### config.mk
export PLATFORM = sky130hd
export DESIGN_NAME = vector_uop_cracker
export DESIGN_NICKNAME = d
export VERILOG_FILES = /design/src/hdl/vuc_pkg.sv /design/src/hdl/vuc_front.sv /design/src/hdl/vuc_queue.sv /design/src/hdl/vuc_back.sv /design/src/hdl/vector_uop_cracker.sv
export SDC_FILE = /design/constraint.sdc
export NUM_CORES = 1
export LEC_CHECK = 0
export ABC_AREA = 1
export BUFFER_PORTS_ARGS = -buffer_cell sky130_fd_sc_hd__buf_2
export CAP_MARGIN = 40
export CORE_MARGIN = 5
export CORE_UTILIZATION = 36
export CTS_BUF_LIST = sky130_fd_sc_hd__clkbuf_4
export DETAILED_ROUTE_END_ITERATION = 10
export PLACE_DENSITY = 0.63
export SLEW_MARGIN = 25
export SYNTH_ARGS = -nofsm -noshare
export SYNTH_HDL_FRONTEND = slang
export SYNTH_SLANG_ARGS = --single-unit
### constraint.sdc
create_clock -name clk -period 4 [get_ports clk]
set_clock_uncertainty 0.2 [all_clocks]
set_input_delay 0.6 -clock clk [delete_from_list [all_inputs] [get_ports clk]]
set_output_delay 0.6 -clock clk [all_outputs]
set_load 0.01 [all_outputs]
### src/hdl/vuc_pkg.sv
// shared types and constants for the vector uop cracker
package vuc_pkg;

  localparam int VECTOR_BITS_DEF = 128;
  localparam int QUEUE_DEPTH     = 2;

  typedef enum logic [2:0] {
    KIND_ELEM         = 3'd0,
    KIND_SINGLE_DEST  = 3'd1,
    KIND_WIDEN        = 3'd2,
    KIND_WIDEN_MIXED  = 3'd3,
    KIND_MAC          = 3'd4,
    KIND_MAC_WIDE     = 3'd5,
    KIND_NARROW       = 3'd6,
    KIND_INT_EXT      = 3'd7
  } kind_t;

  typedef enum logic [1:0] {
    DOFF_NONE,
    DOFF_FULL,
    DOFF_HALF
  } dest_off_t;

  typedef struct packed {
    logic [2:0] uop_kind;
    logic [4:0] dest_reg;
    logic [4:0] src1_reg;
    logic       src1_is_vector;
    logic [4:0] src2_reg;
    logic       src2_is_vector;
    logic [1:0] lmul_log2;
    logic [1:0] sew_log2;
    logic [7:0] vec_length;
    logic [1:0] ext_log2;
  } instr_t;

  typedef struct packed {
    logic [4:0] uop_dest;
    logic [4:0] uop_src1;
    logic [4:0] uop_src2;
    logic [4:0] uop_src3;
    logic       src3_valid;
    logic [2:0] uop_index;
    logic       tail_flag;
    logic       last_uop;
    logic       group_error;
  } uop_t;

  typedef struct packed {
    logic       err;
    logic       mac;
    logic [2:0] cnt_m1;
    dest_off_t  dest_off;
    logic [1:0] src1_sh;
    logic [1:0] src2_sh;
    logic [4:0] dest_base;
    logic [4:0] src1_base;
    logic       src1_vec;
    logic [4:0] src2_base;
    logic       src2_vec;
    logic [1:0] sew_log2;
    logic [7:0] vec_length;
  } dec_t;

endpackage

### src/hdl/vuc_front.sv
// front end: takes instructions and classifies them into queue entries
module vuc_front (
  input  logic            start,
  input  vuc_pkg::instr_t instr,
  input  logic            q_full,
  output logic            busy,
  output logic            push,
  output vuc_pkg::dec_t   push_data
);
  import vuc_pkg::*;

  logic       dbl;
  logic [2:0] grp_log2;
  logic [3:0] cnt;

  assign busy = q_full;
  assign push = start && !q_full;

  always_comb begin
    push_data            = '0;
    push_data.dest_base  = instr.dest_reg;
    push_data.src1_base  = instr.src1_reg;
    push_data.src1_vec   = instr.src1_is_vector;
    push_data.src2_base  = instr.src2_reg;
    push_data.src2_vec   = instr.src2_is_vector;
    push_data.sew_log2   = instr.sew_log2;
    push_data.vec_length = instr.vec_length;
    dbl                  = 1'b0;
    unique case (kind_t'(instr.uop_kind))
      KIND_ELEM: begin
        push_data.dest_off = DOFF_FULL;
      end
      KIND_SINGLE_DEST: begin
        push_data.dest_off = DOFF_NONE;
      end
      KIND_WIDEN: begin
        push_data.dest_off = DOFF_FULL;
        push_data.src1_sh  = 2'd1;
        push_data.src2_sh  = 2'd1;
        dbl                = 1'b1;
      end
      KIND_WIDEN_MIXED: begin
        push_data.dest_off = DOFF_FULL;
        push_data.src1_sh  = 2'd1;
        dbl                = 1'b1;
      end
      KIND_MAC: begin
        push_data.dest_off = DOFF_FULL;
        push_data.mac      = 1'b1;
      end
      KIND_MAC_WIDE: begin
        push_data.dest_off = DOFF_FULL;
        push_data.src1_sh  = 2'd1;
        push_data.src2_sh  = 2'd1;
        push_data.mac      = 1'b1;
        dbl                = 1'b1;
      end
      KIND_NARROW: begin
        push_data.dest_off = DOFF_HALF;
        push_data.src1_sh  = 2'd1;
        dbl                = 1'b1;
      end
      KIND_INT_EXT: begin
        push_data.dest_off = DOFF_FULL;
        push_data.src1_sh  = instr.ext_log2;
        push_data.src2_sh  = instr.ext_log2;
      end
      default: begin
        push_data.dest_off = DOFF_FULL;
      end
    endcase
    grp_log2 = {1'b0, instr.lmul_log2} + {2'b00, dbl};
    cnt      = 4'd1 << grp_log2;
    push_data.cnt_m1 = 3'(cnt - 4'd1);
    // group too large: one error uop
    if (dbl && instr.lmul_log2 == 2'd3) begin
      push_data.err    = 1'b1;
      push_data.cnt_m1 = '0;
    end
  end

endmodule

### src/hdl/vuc_queue.sv
// short flop queue between front and back
module vuc_queue (
  input  logic          clk,
  input  logic          rst,
  input  logic          push,
  input  vuc_pkg::dec_t push_data,
  input  logic          pop,
  output logic          full,
  output logic          empty,
  output vuc_pkg::dec_t head
);
  import vuc_pkg::*;

  localparam int PW = (QUEUE_DEPTH > 1) ? $clog2(QUEUE_DEPTH) : 1;
  localparam int CW = $clog2(QUEUE_DEPTH + 1);

  dec_t          mem [QUEUE_DEPTH];
  logic [PW-1:0] wr_ptr;
  logic [PW-1:0] rd_ptr;
  logic [CW-1:0] count;

  assign full  = (count == CW'(QUEUE_DEPTH));
  assign empty = (count == '0);
  assign head  = mem[rd_ptr];

  always_ff @(posedge clk) begin
    if (push) begin
      mem[wr_ptr] <= push_data;
    end
  end

  always_ff @(posedge clk) begin
    if (rst) begin
      wr_ptr <= '0;
      rd_ptr <= '0;
      count  <= '0;
    end else begin
      if (push) begin
        wr_ptr <= (wr_ptr == PW'(QUEUE_DEPTH - 1)) ? '0 : wr_ptr + PW'(1);
      end
      if (pop) begin
        rd_ptr <= (rd_ptr == PW'(QUEUE_DEPTH - 1)) ? '0 : rd_ptr + PW'(1);
      end
      if (push && !pop) begin
        count <= count + CW'(1);
      end else if (pop && !push) begin
        count <= count - CW'(1);
      end
    end
  end

  a_no_overflow: assert property (@(posedge clk) disable iff (rst) push |-> !full)
    else $error("queue written while full");
  a_no_underflow: assert property (@(posedge clk) disable iff (rst) pop |-> !empty)
    else $error("queue read while empty");
  a_count_range: assert property (@(posedge clk) disable iff (rst)
    count <= CW'(QUEUE_DEPTH))
    else $error("queue count out of range");

endmodule

### src/hdl/vuc_back.sv
// back end: sequences one uop per cycle from the current queue entry
module vuc_back #(
  parameter int VECTOR_BITS = vuc_pkg::VECTOR_BITS_DEF
) (
  input  logic          clk,
  input  logic          rst,
  input  logic          q_empty,
  input  vuc_pkg::dec_t head,
  output logic          pop,
  output logic          uop_valid,
  output vuc_pkg::uop_t uop
);
  import vuc_pkg::*;

  localparam int EPU_MAX = VECTOR_BITS / 8;
  localparam int EW      = $clog2(EPU_MAX + 1);
  localparam int PW      = EW + 4;
  localparam int MW      = (PW > 8) ? PW : 8;

  logic          active;
  dec_t          cur;
  logic [2:0]    k;
  logic          last;
  logic [2:0]    off_d;
  logic [2:0]    off_1;
  logic [2:0]    off_2;
  logic [4:0]    dest_n;
  logic [EW-1:0] epu;
  logic [PW-1:0] prod;
  uop_t          uop_next;

  assign last = (k == cur.cnt_m1);
  assign pop  = !q_empty && (!active || last);

  always_comb begin
    unique case (cur.dest_off)
      DOFF_NONE: off_d = '0;
      DOFF_HALF: off_d = k >> 1;
      default:   off_d = k;
    endcase
    off_1  = k >> cur.src1_sh;
    off_2  = k >> cur.src2_sh;
    dest_n = cur.dest_base + {2'b00, off_d};
    epu    = EW'(EPU_MAX) >> cur.sew_log2;
    prod   = PW'(epu) * PW'({1'b0, k} + 4'd1);
    uop_next             = '0;
    uop_next.last_uop    = last;
    if (cur.err) begin
      uop_next.group_error = 1'b1;
    end else begin
      uop_next.uop_dest   = dest_n;
      uop_next.uop_src1   = cur.src1_vec ? cur.src1_base + {2'b00, off_1} : cur.src1_base;
      uop_next.uop_src2   = cur.src2_vec ? cur.src2_base + {2'b00, off_2} : cur.src2_base;
      uop_next.uop_src3   = cur.mac ? dest_n : '0;
      uop_next.src3_valid = cur.mac;
      uop_next.uop_index  = k;
      uop_next.tail_flag  = MW'(prod) > MW'(cur.vec_length);
    end
  end

  always_ff @(posedge clk) begin
    if (pop) begin
      cur <= head;
    end
    uop <= uop_next;
  end

  always_ff @(posedge clk) begin
    if (rst) begin
      active    <= 1'b0;
      k         <= '0;
      uop_valid <= 1'b0;
    end else begin
      uop_valid <= active;
      if (pop) begin
        active <= 1'b1;
        k      <= '0;
      end else if (active) begin
        if (last) begin
          active <= 1'b0;
        end else begin
          k <= k + 3'd1;
        end
      end
    end
  end

  a_err_is_last: assert property (@(posedge clk) disable iff (rst)
    uop_valid && uop.group_error |-> uop.last_uop && uop.uop_index == '0)
    else $error("error uop not alone");
  a_run_continues: assert property (@(posedge clk) disable iff (rst)
    uop_valid && !uop.last_uop |=>
      uop_valid && uop.uop_index == 3'($past(uop.uop_index) + 3'd1))
    else $error("uop run broken");
  a_src3_matches: assert property (@(posedge clk) disable iff (rst)
    uop_valid && uop.src3_valid |-> uop.uop_src3 == uop.uop_dest)
    else $error("third source differs from destination");

endmodule

### src/hdl/vector_uop_cracker.sv
// top level of the vector uop cracker
//
//   channel   signals                 transfer
//   command   start, busy, instr      rising edge with start high and busy low
//   result    uop_valid, uop          every edge that ends a cycle with uop_valid high
//
// an instruction yields one to eight uops, one per cycle, set by the back end sequencer
// uops are registered behind the queue and the current entry register; a two-entry
// queue between the decoder and the sequencer takes further commands while a run is
// under way; busy is high while the queue is full; results cannot be held off
// synchronous reset empties the queue and stops any run
module vector_uop_cracker #(
  parameter int VECTOR_BITS = vuc_pkg::VECTOR_BITS_DEF
) (
  input  logic            clk,
  input  logic            rst,
  input  logic            start,
  input  vuc_pkg::instr_t instr,
  output logic            busy,
  output logic            uop_valid,
  output vuc_pkg::uop_t   uop
);
  import vuc_pkg::*;

  logic q_full;
  logic q_empty;
  logic push;
  logic pop;
  dec_t push_data;
  dec_t head;

  vuc_front u_front (
    .start     (start),
    .instr     (instr),
    .q_full    (q_full),
    .busy      (busy),
    .push      (push),
    .push_data (push_data)
  );

  vuc_queue u_queue (
    .clk       (clk),
    .rst       (rst),
    .push      (push),
    .push_data (push_data),
    .pop       (pop),
    .full      (q_full),
    .empty     (q_empty),
    .head      (head)
  );

  vuc_back #(
    .VECTOR_BITS (VECTOR_BITS)
  ) u_back (
    .clk       (clk),
    .rst       (rst),
    .q_empty   (q_empty),
    .head      (head),
    .pop       (pop),
    .uop_valid (uop_valid),
    .uop       (uop)
  );

endmodule
==> results of run 1 <==
-- per-stage QoR --
stage	hold WS (ns)	cells
2_1_floorplan	0.189	512
3_3_place_gp	0.299	806
3_5_place_dp	0.298	807
4_1_cts	0.00256	839
5_1_grt	0.000549	845
6_report	0.0714	845
-- what timing repair did --
action	4_1_cts	5_1_grt
setup buffers	0	2
endpoints found under the hold margin	0	5
pin swaps	0	6
gates resized for setup	3	4
gates cloned	0	0
hold buffers	0	3
setup endpoints to repair	1	1
-- layout make-up --
cell class / instances / share of cell area
antenna: 1 / 0.000329
clock buffer: 18 / 0.0178
clock inverter: 14 / 0.0289
inverter: 76 / 0.0378
multi-input combinational: 277 / 0.271
sequential: 150 / 0.545
tap: 229 / 0.0377
timing repair buffer: 80 / 0.0612
-- worst min path at each step --
stage | startpoint | end | slack, ns | cells after the start
after global placement | u_back.k[2] | u_back.uop[5] | 0.30 | 2
after detailed placement | u_back.cur[21] | u_back.uop[21] | 0.30 | 2
after CTS | instr[6] | u_queue.mem[0][4] | 0.003 | 1
after floorplan | u_back.cur[37] | u_back.uop[0] | 0.19 | 0
final | instr[8] | u_queue.mem[1][6] | 0.07 | 1
after global routing | instr[8] | u_queue.mem[1][6] | 0.0005 | 1
-- flip-flops by register name (all words and copies together), names as in the netlist --
signal            cells
u_queue.wr_ptr        1
u_queue.mem          76
u_queue.rd_ptr        1
u_back.active         1
u_back.uop           27
u_back.cur           38
u_queue.count         2
u_back.uop_valid      1
u_back.k              3
-- layer usage --
metal	global-route usage	vias up	part of all wire
li1	-	1925	-
met1	0.133	1852	0.42
met2	0.203	57	0.53
met3	0.0289	14	0.029
met4	0.0501	0	0.022
met5	0	-	0
-- critical path: stages (launching register included) --
cell and delay [ns]:
sky130_fd_sc_hd__dfxtp_4 0.38, sky130_fd_sc_hd__inv_1 0.07, sky130_fd_sc_hd__nor3_2 0.24, sky130_fd_sc_hd__nand3_1 0.15
sky130_fd_sc_hd__fa_1 0.55, sky130_fd_sc_hd__inv_1 0.05, sky130_fd_sc_hd__fa_1 0.53, sky130_fd_sc_hd__inv_1 0.07
sky130_fd_sc_hd__fa_2 0.34, sky130_fd_sc_hd__o21ai_1 0.14, sky130_fd_sc_hd__a21oi_1 0.09, sky130_fd_sc_hd__xnor2_1 0.14
sky130_fd_sc_hd__ha_1 0.31, sky130_fd_sc_hd__nand4_1 0.12, sky130_fd_sc_hd__nor3_2 0.19, sky130_fd_sc_hd__nand3_1 0.09
sky130_fd_sc_hd__nand2_1 0.06, sky130_fd_sc_hd__a21oi_1 0.04
-- power breakdown --
| group | internal, uW | switching [uW] | total, uW |
|---|---|---|---|
| clock | 575 | 537 | 1110 |
| combinational | 640 | 906 | 1550 |
| sequential | 2230 | 257 | 2490 |
| total | 3450 | 1700 | 5150 |
-- cells in the final DEF (no fill, tap or decap), types with 2 or more instances in the layout --
master and n:
sky130_fd_sc_hd__nor2_1 46, sky130_fd_sc_hd__nor2_2 3, sky130_fd_sc_hd__mux2_2 38, sky130_fd_sc_hd__a21oi_2 3, sky130_fd_sc_hd__nand4_1 2, sky130_fd_sc_hd__bufinv_16 5, sky130_fd_sc_hd__dlygate4sd3_1 3, sky130_fd_sc_hd__nand2_4 3
sky130_fd_sc_hd__nand3_1 18, sky130_fd_sc_hd__clkbuf_4 18, sky130_fd_sc_hd__inv_4 3, sky130_fd_sc_hd__ha_1 33, sky130_fd_sc_hd__nor3_1 4, sky130_fd_sc_hd__edfxtp_1 114, sky130_fd_sc_hd__nor2_4 2, sky130_fd_sc_hd__xnor2_1 6
sky130_fd_sc_hd__xor2_1 5, sky130_fd_sc_hd__buf_2 65, sky130_fd_sc_hd__clkinv_4 3, sky130_fd_sc_hd__dfxtp_2 2, sky130_fd_sc_hd__dfxtp_1 33, sky130_fd_sc_hd__nand2_1 54, sky130_fd_sc_hd__nor3b_1 2, sky130_fd_sc_hd__or2_2 3
sky130_fd_sc_hd__fa_1 6, sky130_fd_sc_hd__xnor2_4 3, sky130_fd_sc_hd__buf_4 11, sky130_fd_sc_hd__inv_2 3, sky130_fd_sc_hd__inv_6 3, sky130_fd_sc_hd__o211ai_1 2, sky130_fd_sc_hd__o21ai_1 2, sky130_fd_sc_hd__a21oi_1 16
sky130_fd_sc_hd__inv_1 72, sky130_fd_sc_hd__o21ai_0 17, sky130_fd_sc_hd__nor3_2 2
-- cell families (layout without fill, tap and decap cells) --
logic type	after synthesis	in the layout
AND/OR/NAND/NOR	142	142
other	0	1
multiplexers	38	38
buffers and inverters	85	188
flip-flops	150	150
adder cells (fa/ha/maj)	40	40
AO/OA/AOI/OAI	43	43
XOR/XNOR	14	14
==> flow_results.org, run 1 <==
** STA
- In the post-route analysis, the smallest setup slack over all paths is 0.151 ns.
- The final hold violation count is 0.
- Setup tns final :: 0 ns
- For this run, the top clock speed supported by timing is 260 MHz.
- Final max-slew violation count :: 0
- In the finished design, the share of the clock period the worst path needs comes to 0.962.
- Worst Tran Pin Value :: 0.735 ns
- Worst slew margin relative to its limit :: 0.505
- The worst path needs 3.85 ns of the cycle, external delays included.
- Final setup fails :: 0

** Floorplanning
- 66 I/O pins were placed.
- Die area :: 0.0209 mm2
- Starting Density :: 0.365
- Height of the die :: 145 um
- CORE AREA :: 0.0179 mm2
- Width of the chip :: 145 um
- Number of core rows :: 49

** Setup path
- Worst Setup End Kind :: flip-flop
- Critical Path Source :: u_back.k[1]
- In this run the worst path has a maximum fanout of 4.
- The worst setup path is launched from a flip-flop.
- Arrival time at the worst endpoint :: 4.06 ns
- The setup path with the least slack is of type reg -> reg.
- Worst reg2reg endpoint :: u_back.uop[2]
- Data required, critical path :: 4.21 ns
- Capture point of the critical path :: u_back.uop[2]
- FF-to-FF Start :: u_back.k[1]
- The worst register-to-register path has a setup slack of 0.15 ns.
- The worst register-to-register path has a depth of 17.

** Placement
- The congestion estimate from routability-driven global placement came to 0.864.
- After legalization and detailed placement, the total HPWL measured 8.38 mm.
- Number of buffer cells added on primary ports :: 65
- At the placement stage, the worst setup path has a slack of -0.130 ns.
- Area after DPL :: 0.00719 mm2

** Logic synthesis
- The share of the synthesized area in compound gates (AO/OA/AOI/OAI) was 0.0372.
- By area the synthesized netlist is led by sky130_fd_sc_hd__edfxtp_1 (52%), sky130_fd_sc_hd__dfxtp_1 (11%), sky130_fd_sc_hd__mux2_2 (6.6%).
- For this run, the leading register cell type out of synthesis is sky130_fd_sc_hd__edfxtp_1.
- During synthesis, Yosys emitted a total of 0 warnings.
- After synthesis the netlist holds a flip-flop and latch count of 150.
- Synth top cells by count :: sky130_fd_sc_hd__edfxtp_1 (114), sky130_fd_sc_hd__inv_1 (72), sky130_fd_sc_hd__nand2_1 (54)
- Synthesized netlist cell count :: 512
- Post-synthesis share of cell area spent on and, or, nand and nor gates :: 0.0968
- Unique masters post-synth :: 35
- A synthesized cell averages 12.8 um2.
- XOR/XNOR Fraction of Synth Area :: 0.0274
- Of all cell types, the one taking the most synthesized area is sky130_fd_sc_hd__edfxtp_1.
- Share of flip-flops with an asynchronous set or reset :: 0
- Of the post-synthesis cell area, the part taken by muxes is 0.0655.
- Synth top area share :: 0.524
- Synth Area in Adders :: 0.0847
- After synthesis, the largest family of logic cells by area is simple AND/OR/NAND/NOR gates.
- In this run the cell area of the synthesized design comes to 0.00653 mm2.
- The most common cell in the synthesized netlist is sky130_fd_sc_hd__edfxtp_1.
- Of the synthesized area, sequential elements account for 0.635.
- Synthesized netlist net count :: 589
- Number of synthesized flops with an enable pin :: 114

** Pwr
- For this design the ratio of total power to cell area is 676 mW/mm2.
- Max IR drop VDD :: 0.000214 V
- Sum of internal, switching and leakage power :: 5150 uW
- The analysis attributes to cell leakage a power of 0.00319 uW.

** Layout
- Layout overhead on the synthesized area :: 16.5%
- For this run, the share of the core covered by cells in the final layout is 0.425.
- In the final layout, the multi-input gates occupy 0.00206 mm2.
- Final standard cell area without fillers :: 0.00761 mm2
- Fraction of layout cells with a size suffix above 1 :: 0.286
- Net count of the finished layout :: 679
- Filler cell count in the final layout :: 1668
- Sequential Area :: 0.00415 mm2

** Global routing
- The first global-routing pass estimated 18.8 mm of wire.
- Entering global routing, the biggest net connects 40 pins.
- Vias in the first global route :: 3967
- Number of antenna violations at the first check in global routing :: 1
- Across every metal layer, demand over resource in global routing totals 0.115.
- Summed over all layers, the global routing overflow is 0.

** Routing
- DRC :: 0
- Routed via count :: 3848
- After detailed routing, the total wire length is 11.6 mm.
- After the first detailed-routing iteration, the DRC count stood at 206.
- Average wire per cell in the routed design :: 13.7 um
- Detailed-router iteration count before antenna repair :: 4
- Once detail routing completed, the nets flagged for antenna violations numbered 0.
- Using the TritonRoute via totals, the vias-per-cell ratio works out to 4.55.

** CTS
- Clock root buffer :: sky130_fd_sc_hd__clkbuf_4
- CTS built an H-tree with a depth of 4.
- Sinks on the clock net :: 150
- Number of buffers added by the clock tree synthesis step :: 17
- Worst-skew pair later-pin latency :: 0.51 ns
- Clock tree from TritonCTS :: done
- Number of buffers between clock root and the deepest sink :: 2
- Clock slew at the register clock pins of the worst setup and hold paths :: 0.13 ns

** Outcome
- The flow ran to the end, and the final reports show no timing, DRC or antenna violations.

** Min path
- Worst Hold Class :: in -> reg

** Job
- Max-cap violations in this run came to 0.
(Power assumes the default switching activity.)
==> run 2: changes to the inputs <==
==> constraint.sdc (replaced) <==
create_clock -name clk -period 4 [get_ports clk]
set_clock_uncertainty 0.2 [all_clocks]
set_input_delay 0.4 -clock clk [delete_from_list [all_inputs] [get_ports clk]]
set_output_delay 0.4 -clock clk [all_outputs]
set_load 0.01 [all_outputs]
==> flow_results.org, run 2 (same netlist as run 1, synthesis figures left out) <==
** Global routing
- Entering global routing, the biggest net connects 40 pins.
- For this run, the total global-route usage over all layers was measured as 0.120.
- The first global-routing pass estimated 19.5 mm of wire.
- Summed over all layers, the global routing overflow is 0.
- Vias in the first global route :: 4140
- The number of antenna violations at the first check in global routing was 1.

** Layout
- Net count of the finished layout :: 703
- Leaving out fill and tap cells, the most frequent cell in the layout is sky130_fd_sc_hd__edfxtp_1.
- Fraction of layout cells with a size suffix above 1 :: 0.274
- Top library cells by usage in the layout, fill and taps aside :: sky130_fd_sc_hd__edfxtp_1 (114), sky130_fd_sc_hd__inv_1 (72), sky130_fd_sc_hd__buf_2 (65)
- Top flop regs :: u_queue.mem (76), u_back.cur (38), u_back.uop (27)
- With fillers left out, the area of the finished cells amounts to 0.00782 mm2.
- The register with the most flip-flops in the final layout is u_queue.mem.
- The register with the most flip-flops in the layout has 76 of them.
- Layout overhead on the synthesized area :: 19.8%
- The layout has 1658 filler cells.

** STA
- The clock period could shrink to 3.82 ns.
- Final clock period utilization by the worst path :: 0.956
- RSZ-0062 raised after global routing :: false
- Worst Tran Pin Value :: 0.689 ns
- Worst slew margin relative to its limit :: 0.536
- Top achievable clock speed :: 261 MHz
- The count of final max-slew check failures was 0.
- Hold Fails Final Rpt :: 0
- Final setup fails :: 0
- Setup slack on the critical path of the routed design comes to 0.176 ns.

** Floorplanning
- Number of core rows :: 49
- I/O pin count :: 66
- The floorplan step defined a die boundary enclosing 0.0209 mm2.
- The region available for standard cell placement spans 0.0179 mm2.
- The floorplan step set the die width to 145 um.
- Height of the die :: 145 um
- The initial utilization of the core area, before any placement, comes to 0.365.

** Min path
- Startpoint of the most critical hold path :: instr[32]
- The worst hold path terminates at u_queue.mem[0][36].
- Worst Hold Class :: in -> reg
- Along the worst hold path, the cell count comes to 2.

** Routing
- After detailed routing, the average wire length per cell comes to 13.7 um.
- For this run, design rule violations remaining after detail routing come to 0.
- The pre-antenna-repair detailed-routing pass consisted of 4 iterations.
- The detailed router finished its first iteration with 284 violations.
- For this block, the routed nets add up to 11.9 mm of wire.
- ANT nets after route :: 0
- Vias per cell :: 4.53
- Routed via count :: 3938

** Setup path
- In this run the worst path has a maximum fanout of 5.
- The worst setup path is captured at a flip-flop.
- CP max-delay cell :: sky130_fd_sc_hd__fa_1
- The number of cells on the worst reg-to-reg path is 17.
- Worst reg2reg endpoint :: u_back.uop[2]
- Walking the worst path, the cells encountered are ha_1 -> xor2_1 -> nand2_1 -> fa_1 -> inv_1 -> fa_1 -> inv_1 -> fa_2 -> o21ai_1 -> a21oi_1 -> xnor2_1 -> ha_1 -> nand4_1 -> nor3_2 -> nand3_1 -> nand2_1 -> a21oi_1.
- The critical path is of the reg -> reg type.
- For this run, the slowest stage of the critical path takes 0.56 ns.
- FF-to-FF Start :: u_back.k[0]
- Data required, critical path :: 4.23 ns
- Worst reg-to-reg setup slack :: 0.18 ns
- STA puts the critical path data arrival time at 4.05 ns.
- The worst setup path is launched from a flip-flop.
- The most critical setup path has its startpoint at u_back.k[0].

** Pwr
- Max IR drop VDD :: 0.000254 V
- In this run the static leakage power is 0.00326 uW.
- Pwr/cell area :: 648 mW/mm2

** Placement
- Number of buffer cells added on primary ports :: 65
- Final RePlAce weighted congestion :: 0.865
- In this run the cell area measured after placement is 0.00719 mm2.
- Minimum setup slack after placement :: -0.0753 ns
- HPWL reported at the end of detailed placement :: 8.43 mm

** CTS
- Clock root buffer :: sky130_fd_sc_hd__clkbuf_4
- Clock tree from TritonCTS :: done
- Clock slew at the register clock pins of the worst setup and hold paths :: 0.14 ns
- Number of buffers between clock root and the deepest sink :: 2
- Sinks on the clock net :: 150
- Number of buffers added by the clock tree synthesis step :: 17
- CTS H-tree lvls :: 4
- Worst-skew pair later-pin latency :: 0.52 ns

** Job
- The tool flagged a number of max-cap violations equal to 0.

** Outcome
- The flow ran to the end, and the final reports show no timing, DRC or antenna violations.
-- run 2: power breakdown --
part | switching (uW) | internal, uW
sequential | 261 | 2230
clock | 543 | 458
combinational | 913 | 666
total | 1720 | 3360
-- run 2: metal layers --
layer,GRT usage,part of all wire,wire [um]
met5,0,0,0
met4,0.0520,0.022,261
met3,0.0223,0.026,314
met2,0.215,0.53,6330
met1,0.139,0.42,4980
-- run 2: per-stage QoR --
stage | cells | hold WS (ns) | utilization | total power, uW | TNS (ns)
floorplan | 512 | 0.189 | - | 3550 | 0
global placement | 806 | 0.296 | 0.400 | 3980 | 0
detailed placement | 807 | 0.309 | 0.402 | 4090 | -0.0753
CTS | 867 | 0.0178 | 0.435 | 5120 | 0
global route | 869 | 0.0312 | 0.437 | 5450 | 0
finish | 869 | 0.0640 | 0.437 | 5070 | 0
-- run 2: worst max path at each step --
stage                          to  slack [ns]
floorplan           u_back.uop[2]        0.15
global placement    u_back.uop[2]        0.06
detailed placement  u_back.uop[2]       -0.08
CTS                 u_back.uop[2]        0.04
global route        u_back.uop[2]        0.03
finish              u_back.uop[2]        0.18
-- run 2: cell type report --
class | count | area [um2] | share of cell area
diodes | 1 | 2.50 | 0.000320
clock buffers | 19 | 143 | 0.0182
clock inverters | 13 | 171 | 0.0219
inverters | 76 | 288 | 0.0368
multi-input cells | 277 | 2070 | 0.265
flip-flops and latches | 150 | 4150 | 0.530
well taps | 229 | 287 | 0.0366
repair buffers | 104 | 708 | 0.0905
-- run 2: what timing repair did --
item	CTS	global route
setup endpoints to repair	1	1
buffers inserted	0	1
pin swaps	0	3
hold endpoints to repair	60	0
gates resized for setup	2	6
hold buffers	28	0
-- run 2: critical path: cells and delay by family (launching register included) --
kind	cells	cell delay, ns
fa+ha+maj	5	1.93
compound gates	3	0.27
simple gates	5	0.53
buf+inv	2	0.11
xor+xnor	2	0.30
flops	1	0.38
